[src/sv/ihrl_pkg.sv]
`default_nettype none

package ihrl_pkg;

  // Input commands carried on the slave-side tuser.
  typedef enum logic [1:0] {
    CMD_BEGIN  = 2'd0,
    CMD_CHAR   = 2'd1,
    CMD_END    = 2'd2,
    CMD_UNUSED = 2'd3
  } command_t;

  // Parse phases.
  typedef enum logic [3:0] {
    PH_IDLE  = 4'd0,
    PH_START = 4'd1,
    PH_HEAD  = 4'd2,
    PH_DATA  = 4'd3,
    PH_CHECK = 4'd4,
    PH_SKIP  = 4'd5,
    PH_DONE  = 4'd6,
    PH_ERROR = 4'd7
  } phase_t;

  // Result status codes.
  typedef enum logic [2:0] {
    ST_BUSY     = 3'd0,
    ST_OK       = 3'd1,
    ST_DONE     = 3'd2,
    ST_BADSTART = 3'd3,
    ST_BADHEX   = 3'd4,
    ST_CSUM     = 3'd5,
    ST_EXT      = 3'd6
  } status_t;

  // Record types that are acted upon.
  localparam logic [7:0] REC_DATA = 8'h00;
  localparam logic [7:0] REC_EOF  = 8'h01;
  localparam logic [7:0] REC_EXT  = 8'h02;

  localparam logic [7:0]  CHAR_COLON    = 8'h3A;
  localparam logic [7:0]  CHAR_LF       = 8'h0A;
  localparam logic [15:0] CTRL_ADDR_RST = 16'hE600;
  localparam logic [7:0]  CTRL_HOLD     = 8'h01;
  localparam logic [7:0]  CTRL_RELEASE  = 8'h00;

  // One result item.
  typedef struct packed {
    logic      write_valid;
    logic [15:0] write_addr;
    logic [7:0]  write_data;
    status_t   status;
  } result_t;

  // Decoded hex digit: ok flag and nibble value.
  typedef struct packed {
    logic       ok;
    logic [3:0] value;
  } hex_digit_t;

  function automatic hex_digit_t hex_decode(input logic [7:0] c);
    hex_digit_t d;
    d.ok    = 1'b0;
    d.value = 4'h0;
    if (c >= 8'h30 && c <= 8'h39) begin
      d.ok    = 1'b1;
      d.value = c[3:0];
    end else if ((c >= 8'h41 && c <= 8'h46) || (c >= 8'h61 && c <= 8'h66)) begin
      d.ok    = 1'b1;
      d.value = c[3:0] + 4'd9;
    end
    return d;
  endfunction

endpackage

`default_nettype wire

[src/sv/ihrl_parser.sv]
`default_nettype none

// Record parse state and the per-character step. The result is combinational
// from the current state and the offered request; state advances on step_en.
module ihrl_parser (
  input  wire                  clk,
  input  wire                  rst,
  input  wire                  step_en,
  input  wire [1:0]            command,
  input  wire [7:0]            char_in,
  input  wire [15:0]           ctrl_addr,
  output logic                 res_valid,
  output ihrl_pkg::result_t    res
);

  ihrl_pkg::phase_t phase, phase_next;
  logic [2:0]  digit_count, digit_count_next;
  logic [7:0]  record_length, record_length_next;
  logic [15:0] record_address, record_address_next;
  logic [7:0]  running_sum, running_sum_next;
  logic [3:0]  high_nibble, high_nibble_next;
  logic [7:0]  byte_index, byte_index_next;

  ihrl_pkg::hex_digit_t digit;
  logic [7:0]  byte_val;
  logic [7:0]  sum_add;
  logic [7:0]  index_inc;
  logic [15:0] data_addr;

  always_comb begin
    digit     = ihrl_pkg::hex_decode(char_in);
    byte_val  = {high_nibble, digit.value};
    sum_add   = running_sum + byte_val;
    index_inc = byte_index + 8'd1;
    data_addr = record_address + {8'h00, byte_index};

    phase_next          = phase;
    digit_count_next    = digit_count;
    record_length_next  = record_length;
    record_address_next = record_address;
    running_sum_next    = running_sum;
    high_nibble_next    = high_nibble;
    byte_index_next     = byte_index;
    res_valid           = 1'b0;
    res                 = '0;

    unique case (ihrl_pkg::command_t'(command))
      ihrl_pkg::CMD_BEGIN: begin
        phase_next          = ihrl_pkg::PH_START;
        digit_count_next    = '0;
        record_length_next  = '0;
        record_address_next = '0;
        running_sum_next    = '0;
        high_nibble_next    = '0;
        byte_index_next     = '0;
        res_valid           = 1'b1;
        res.write_valid     = 1'b1;
        res.write_addr      = ctrl_addr;
        res.write_data      = ihrl_pkg::CTRL_HOLD;
        res.status          = ihrl_pkg::ST_BUSY;
      end
      ihrl_pkg::CMD_CHAR: begin
        case (phase) inside
          ihrl_pkg::PH_START: begin
            if (char_in != ihrl_pkg::CHAR_COLON) begin
              phase_next = ihrl_pkg::PH_ERROR;
              res_valid  = 1'b1;
              res.status = ihrl_pkg::ST_BADSTART;
            end else begin
              phase_next          = ihrl_pkg::PH_HEAD;
              digit_count_next    = '0;
              record_length_next  = '0;
              record_address_next = '0;
              running_sum_next    = '0;
              high_nibble_next    = '0;
              byte_index_next     = '0;
            end
          end
          ihrl_pkg::PH_SKIP: begin
            if (char_in == ihrl_pkg::CHAR_LF) begin
              phase_next = ihrl_pkg::PH_START;
            end
          end
          ihrl_pkg::PH_HEAD, ihrl_pkg::PH_DATA, ihrl_pkg::PH_CHECK: begin
            if (!digit.ok) begin
              phase_next = ihrl_pkg::PH_ERROR;
              res_valid  = 1'b1;
              res.status = ihrl_pkg::ST_BADHEX;
            end else if (!digit_count[0]) begin
              high_nibble_next = digit.value;
              digit_count_next = digit_count + 3'd1;
            end else begin
              running_sum_next = sum_add;
              if (phase == ihrl_pkg::PH_HEAD) begin
                digit_count_next = digit_count + 3'd1;
                case (digit_count[2:1])
                  2'd0: record_length_next = byte_val;
                  2'd1: record_address_next = {byte_val, 8'h00};
                  2'd2: record_address_next = {record_address[15:8], byte_val};
                  default: begin
                    // Fourth header byte is the record type.
                    digit_count_next = '0;
                    if (byte_val == ihrl_pkg::REC_DATA) begin
                      byte_index_next = '0;
                      phase_next = (record_length == 8'd0) ? ihrl_pkg::PH_CHECK
                                                            : ihrl_pkg::PH_DATA;
                    end else if (byte_val == ihrl_pkg::REC_EOF) begin
                      phase_next      = ihrl_pkg::PH_DONE;
                      res_valid       = 1'b1;
                      res.write_valid = 1'b1;
                      res.write_addr  = ctrl_addr;
                      res.write_data  = ihrl_pkg::CTRL_RELEASE;
                      res.status      = ihrl_pkg::ST_DONE;
                    end else if (byte_val == ihrl_pkg::REC_EXT) begin
                      phase_next = ihrl_pkg::PH_ERROR;
                      res_valid  = 1'b1;
                      res.status = ihrl_pkg::ST_EXT;
                    end else begin
                      phase_next = ihrl_pkg::PH_SKIP;
                    end
                  end
                endcase
              end else if (phase == ihrl_pkg::PH_DATA) begin
                digit_count_next = '0;
                byte_index_next  = index_inc;
                if (index_inc == record_length) begin
                  phase_next = ihrl_pkg::PH_CHECK;
                end
                res_valid       = 1'b1;
                res.write_valid = 1'b1;
                res.write_addr  = data_addr;
                res.write_data  = byte_val;
                res.status      = ihrl_pkg::ST_BUSY;
              end else begin
                digit_count_next = '0;
                res_valid        = 1'b1;
                if (sum_add == 8'd0) begin
                  phase_next = ihrl_pkg::PH_SKIP;
                  res.status = ihrl_pkg::ST_OK;
                end else begin
                  phase_next = ihrl_pkg::PH_ERROR;
                  res.status = ihrl_pkg::ST_CSUM;
                end
              end
            end
          end
          default: ;
        endcase
      end
      ihrl_pkg::CMD_END: begin
        if (phase == ihrl_pkg::PH_START || phase == ihrl_pkg::PH_HEAD ||
            phase == ihrl_pkg::PH_DATA || phase == ihrl_pkg::PH_CHECK ||
            phase == ihrl_pkg::PH_SKIP) begin
          phase_next      = ihrl_pkg::PH_DONE;
          res_valid       = 1'b1;
          res.write_valid = 1'b1;
          res.write_addr  = ctrl_addr;
          res.write_data  = ihrl_pkg::CTRL_RELEASE;
          res.status      = ihrl_pkg::ST_DONE;
        end
      end
      default: ;
    endcase
  end

  always_ff @(posedge clk) begin
    if (rst) begin
      phase          <= ihrl_pkg::PH_IDLE;
      digit_count    <= '0;
      record_length  <= '0;
      record_address <= '0;
      running_sum    <= '0;
      high_nibble    <= '0;
      byte_index     <= '0;
    end else if (step_en) begin
      phase          <= phase_next;
      digit_count    <= digit_count_next;
      record_length  <= record_length_next;
      record_address <= record_address_next;
      running_sum    <= running_sum_next;
      high_nibble    <= high_nibble_next;
      byte_index     <= byte_index_next;
    end
  end

endmodule

`default_nettype wire

[src/sv/ihrl_skid.sv]
`default_nettype none

// Two-entry output stage: a result register plus a skid register, so that
// in_ready is registered; a push is taken every cycle the skid is empty.
module ihrl_skid (
  input  wire                  clk,
  input  wire                  rst,
  input  wire                  push,
  input  ihrl_pkg::result_t    push_data,
  output logic                 in_ready,
  output logic                 out_valid,
  output ihrl_pkg::result_t    out_data,
  input  wire                  out_ready
);

  logic              skid_valid;
  ihrl_pkg::result_t skid_data;
  logic              pop;

  assign pop      = out_valid && out_ready;
  assign in_ready = !skid_valid;

  always_ff @(posedge clk) begin
    if (rst) begin
      out_valid  <= 1'b0;
      skid_valid <= 1'b0;
    end else if (skid_valid) begin
      if (pop) begin
        skid_valid <= 1'b0;
      end
    end else if (push) begin
      if (!out_valid || pop) begin
        out_valid <= 1'b1;
      end else begin
        skid_valid <= 1'b1;
      end
    end else if (pop) begin
      out_valid <= 1'b0;
    end
  end

  always_ff @(posedge clk) begin
    if (skid_valid) begin
      if (pop) begin
        out_data <= skid_data;
      end
    end else if (push) begin
      if (!out_valid || pop) begin
        out_data <= push_data;
      end else begin
        skid_data <= push_data;
      end
    end
  end

endmodule

`default_nettype wire

[src/sv/intel_hex_record_loader.sv]
`default_nettype none

// Intel HEX record loader. The block takes an Intel HEX file one ASCII
// character per request on the slave-side stream, with the command (begin,
// character, end of input) on s_tuser, and turns data records into single-byte
// memory write requests on the master-side stream. A begin command writes 1 to
// the control register address to hold the target CPU in reset; a type 1
// record, or end of input before done or an error, writes 0 there to release
// it and reports done. Data bytes are issued before the record checksum is
// known, so a checksum-error status tells the consumer to discard that
// record's bytes. Every input request is handled by a parse step that is a
// small state update in one pass, and a new character is taken on every clock
// while the output stage has room. A result is registered in the output stage
// before it appears on the master side. The output stage holds two results,
// so s_tready falls only once two results are waiting. The control address is
// written through the cfg channel, which is always ready, and should only be
// changed while no request is in flight.
module intel_hex_record_loader (
  input  wire        clk,
  input  wire        rst,
  // Configuration: control_reg_addr.
  input  wire        cfg_valid,
  output logic       cfg_ready,
  input  wire [15:0] cfg_data,
  // Slave side.
  input  wire        s_tvalid,
  output logic       s_tready,
  input  wire [7:0]  s_tdata,   // [7:0] char_in
  input  wire [1:0]  s_tuser,   // [1:0] command
  // Master side.
  output logic       m_tvalid,
  input  wire        m_tready,
  output logic [23:0] m_tdata,  // [15:0] write_addr, [23:16] write_data
  output logic [3:0]  m_tuser   // [0] write_valid, [3:1] status
);

  logic [15:0]       control_reg_addr;
  logic              accept;
  logic              res_valid;
  ihrl_pkg::result_t res;
  ihrl_pkg::result_t out_res;

  // The control address register accepts a write in every cycle.
  assign cfg_ready = 1'b1;

  always_ff @(posedge clk) begin
    if (rst) begin
      control_reg_addr <= ihrl_pkg::CTRL_ADDR_RST;
    end else if (cfg_valid) begin
      control_reg_addr <= cfg_data;
    end
  end

  assign accept = s_tvalid && s_tready;

  ihrl_parser u_parser (
    .clk       (clk),
    .rst       (rst),
    .step_en   (accept),
    .command   (s_tuser),
    .char_in   (s_tdata),
    .ctrl_addr (control_reg_addr),
    .res_valid (res_valid),
    .res       (res)
  );

  // Requests that cause no result still pass through the parser; only real
  // results enter the output stage.
  ihrl_skid u_skid (
    .clk       (clk),
    .rst       (rst),
    .push      (accept && res_valid),
    .push_data (res),
    .in_ready  (s_tready),
    .out_valid (m_tvalid),
    .out_data  (out_res),
    .out_ready (m_tready)
  );

  assign m_tdata = {out_res.write_data, out_res.write_addr};
  assign m_tuser = {out_res.status, out_res.write_valid};

  // The input stalls only when the output stage is full, so a result waits.
  a_stall_has_result: assert property (@(posedge clk) disable iff (rst)
    !s_tready |-> m_tvalid)
    else $error("input stalled with no result waiting");

  // A begin request always produces the hold write.
  a_begin_result: assert property (@(posedge clk) disable iff (rst)
    (s_tvalid && s_tready && s_tuser == ihrl_pkg::CMD_BEGIN) |=> m_tvalid)
    else $error("begin request produced no result");

  // Status-only results carry a zero address and data.
  a_nowrite_zero: assert property (@(posedge clk) disable iff (rst)
    (m_tvalid && !m_tuser[0]) |-> (m_tdata == 24'h000000))
    else $error("status result carries write payload");

endmodule

`default_nettype wire
[config.mk]
export PLATFORM = sky130hd
export DESIGN_NAME = intel_hex_record_loader
export DESIGN_NICKNAME = d
export VERILOG_FILES = /design/src/sv/ihrl_pkg.sv /design/src/sv/ihrl_parser.sv /design/src/sv/ihrl_skid.sv /design/src/sv/intel_hex_record_loader.sv
export SDC_FILE = /design/constraint.sdc
export NUM_CORES = 1
export LEC_CHECK = 0
export BUFFER_PORTS_ARGS = -buffer_cell sky130_fd_sc_hd__buf_2
export CAP_MARGIN = 20
export CORE_AREA = 3 3 129 131
export CTS_CLUSTER_DIAMETER = 50
export DETAILED_ROUTE_END_ITERATION = 6
export DIE_AREA = 0 0 132 134
export GPL_TIMING_DRIVEN = 0
export PLACE_DENSITY_LB_ADDON = 0.08
export SYNTH_ARGS = -nofsm -noshare
export SYNTH_HDL_FRONTEND = slang
export SYNTH_SLANG_ARGS = --single-unit
[constraint.sdc]
create_clock -name clk -period 7.8 [get_ports clk]
set_clock_uncertainty 0.15 [all_clocks]
set_input_delay 2.34 -clock clk [delete_from_list [all_inputs] [get_ports clk]]
set_output_delay 2.34 -clock clk [all_outputs]
set_load 0.02 [all_outputs]
==> qor.yml <==
status:
  run_status: "complete, no violations"
timing:
  maxSlewHeadroom_pct: 39.9
  setup_violations: 0
  timing.setup.tns_ns: 0
  layout_worst_path_cycle_share_pct: 89.2
  timing.final.hold_violations: 0
  drv_slew: 0
  rsz0062_at_grt: "no"
  worst-slew-pin-transition_ns: 0.894
  max_freq_ghz: 0.144
  shortest_period_the_worst_path_allows_ns: 6.95
logic_synthesis:
  syn_inst_count: 745
  synth.net_count: 807
  synth-compound-area-share_pct: 19.2
  netlist_top_cells_area: "edfxtp_1 24%, dfxtp_1 19%, ha_1 5.2%, nand2_1 3.6%, nor2_1 3.3%"
  yosysWarningCount: 0
  syn_area_per_cell_sq_um: 9.40
  synth-xor-area-share_pct: 3.25
  yosys.area.top_type: "edfxtp_1"
  combinational_family_with_the_most_area_after_synthesis: "simple AND/OR/NAND/NOR gates"
  synth.distinct_cells: 79
  yosys.cell_count.top_type: "dfxtp_1"
  synth_edf_count: 56
  dominantRegCellSynth: "dfxtp_1"
  share_of_synthesized_registers_carrying_an_async_set_or_reset_pct: 0
  ys_top_cells_by_count: "68 x dfxtp_1, 67 x nand2_1, 62 x nor2_1, 56 x edfxtp_1, 46 x a21oi_1"
  synth_seq_area_share_pct: 43.4
  netlist_area_sq_um: 7000
  yosys.area_share.simple_pct: 20.4
  ys_ff_latch: 124
  adder_and_majority_cell_fraction_of_the_synthesized_area_pct: 5.75
  synthMuxAreaShare_pct: 4.06
  synth.top_cell.area_share_pct: 24.0
layout:
  finalNetCount: 887
  drive_gt1_share_pct: 16.5
  area_growth_pct: 16.7
  final_area_sq_um: 8170
  antenna_cells_inserted: 0
die:
  design.portCount: 62
  die-area_sq_um: 17700
  floorplan.die.width_um: 132
  initial_core_util_pct: 44.6
  coreArea_sq_um: 15700
  num_rows: 46
  dieHeight_um: 134
route:
  num_vias: 5937
  drt_drc_violations_left: 0
  detail_route.iter0.violations: 380
  ant_nets: 0
  drt-total-wl_mm: 19.6
  detail_route.vias_per_cell: 5.63
  route.detailed.wl_per_inst_um: 18.6
  drt_pass1_iterations: 5
placement:
  placed_cell_area_sq_um: 7610
  gp_routability_congestion: 0.951
  io_buffers: 60
  post-dp-hpwl_mm: 14.7
global_route:
  globalRouteOverflowTotal: 0
  maximum_number_of_pins_on_one_net_before_global_route_repair: 29
  grt_antenna_before_repair: 0
  grt_first_pass_wirelength_mm: 31.3
  grt.total_usage_pct: 22.5
  grt_pass1_vias: 5856
clock_network:
  clk_transition_reported_paths_ns: 0.06
  clock_sink_count: 124
  clk_latency_ns: 0.42
  cts_tree: "built"
  numCtsBuffers: 17
  post_cts_resized: 0
  clockRootBuffer: "clkbuf_16"
  cts_max_path_buffers: 2
  cts_hold_repair.buffers: 0
  htree_levels: 4
  postCtsSetupRepairBufs: 0
run:
  drv.max_cap_violation_count: 0
pwr:
  static-leakage-power_uw: 0.00311
  ir_worst_vdd_mv: 0.146
  powerDensity_nw_per_um2: 195
worst_setup_path:
  slowest_stage: "nor2_1"
  worstPathCellList: "buf_2, buf_2, inv_1, ha_1, o21bai_1, o21ai_0, o21ai_2, buf_2, nor2_1, ha_1, a211oi_1, nor3b_1, o21a_1, o41ai_1, xnor2_1, a32oi_1, nand3_1, a211oi_1"
  critPathCaptureType: "register"
  worstPathArrival_ns: 7.04
  timing.critical_path.required_ns: 7.89
  crit_path_max_fanout: 10
  max_stage_delay_ns: 0.64
  startpoint_type_of_the_worst_setup_path: "input port"
  cell_repeated_most_along_the_worst_path: "buf_2"
  class_of_the_most_critical_setup_path: "in2reg"
worst_hold_path:
  hold_path.class: "reg2reg"
==> state kept, by name, summed over array words and instances, names as in the netlist <==
name	count
control_reg_addr	16
u_parser.digit_count	3
u_parser.running_sum	8
u_parser.high_nibble	4
u_skid.out_data	28
u_parser.record_length	8
u_parser.record_address	16
u_parser.byte_index	8
u_skid.skid_data	28
u_parser.phase	3
u_skid.out_valid	1
u_skid.skid_valid	1
==> cell families after synthesis <==
family	count (synthesis)
AO/OA/AOI/OAI	192
flip-flops	124
AND/OR/NAND/NOR	279
XOR/XNOR	26
other	1
adder cells (fa/ha/maj)	31
multiplexers	27
buffers and inverters	65
==> routing by layer <==
metal  global-route usage, %  vias up  routed length (um)
li1                        -     2915                   -
met1                    28.6     2859                8810
met2                    38.4      131                9630
met3                    3.98       32                 730
met4                    8.40        0                 417
met5                       0        -                   0
==> path summary, 6_finish.rpt <==
check / start / end / slack (ns) / depth (start not counted)
worst max-delay path: s_tdata[0] / u_skid.skid_data[2]$_DFFE_PP_ / 0.85 / 18
worst min-delay path: u_parser.record_address[0]$_SDFFE_PP0P_ / u_parser.record_address[0]$_SDFFE_PP0P_ / 0.31 / 2
worst max register to register: u_parser.high_nibble[3]$_SDFFE_PP0P_ / u_skid.out_data[17]$_DFFE_PP_ / 4.23 / 8
worst min register to register: u_parser.record_address[0]$_SDFFE_PP0P_ / u_parser.record_address[0]$_SDFFE_PP0P_ / 0.31 / 2
==> cells in the final DEF, fill, tap and decap left out, drive strengths merged, types with 8 or more instances in the layout <==
master | Yosys | routed
xor2 | 10 | 10
ha | 29 | 29
a22oi | 13 | 13
dfxtp | 68 | 68
inv | 22 | 26
nand3 | 45 | 45
buf | 12 | 73
mux2 | 11 | 11
nand2b | 11 | 11
o211ai | 8 | 8
edfxtp | 56 | 56
xnor2 | 16 | 16
o21ai | 30 | 30
a31oi | 9 | 9
nor2 | 66 | 66
o31ai | 20 | 20
mux2i | 16 | 16
or3 | 10 | 10
nand3b | 8 | 8
nor3 | 15 | 15
clkbuf | 30 | 49
a21oi | 48 | 48
nand2 | 67 | 67
nor2b | 14 | 14
==> where the power goes <==
group / switching [uW] / total [uW] / internal (uW)
clock: 302 / 749 / 447
sequential: 6.17 / 698 / 692
combinational: 98.0 / 147 / 48.6
==> critical path, delay by kind of cell <==
family / cells / cell delay (ns)
adder cells (fa/ha/maj): 2 / 0.56
XOR/XNOR: 1 / 0.16
AND/OR/NAND/NOR: 3 / 0.99
AO/OA/AOI/OAI: 8 / 2.32
buffers and inverters: 4 / 0.66
==> area by class of cell <==
cell class              instances  area, sq um
multi-input cells             556         3700
plain buffers                  42          184
clock buffers                  19          443
clock inverters                13          115
flip-flops and latches        124         3040
repair buffers                 61          328
well taps                     216          270
inverters                      23         86.3
fillers                      1493         7540
==> through the flow <==
step	setup WS, ns	util [%]	total power [uW]	cells	hold slack [ns]
finish	0.846	52.0	1590	1054	0.305
global route	0.517	52.0	1640	1054	0.333
CTS	0.925	52.0	1610	1054	0.308
detailed placement	0.513	48.5	858	1022	0.300
global placement	0.341	48.2	855	1021	0.300
floorplan	1.44	-	806	745	0.286
No activity file was read; power rests on OpenSTA's default activity.
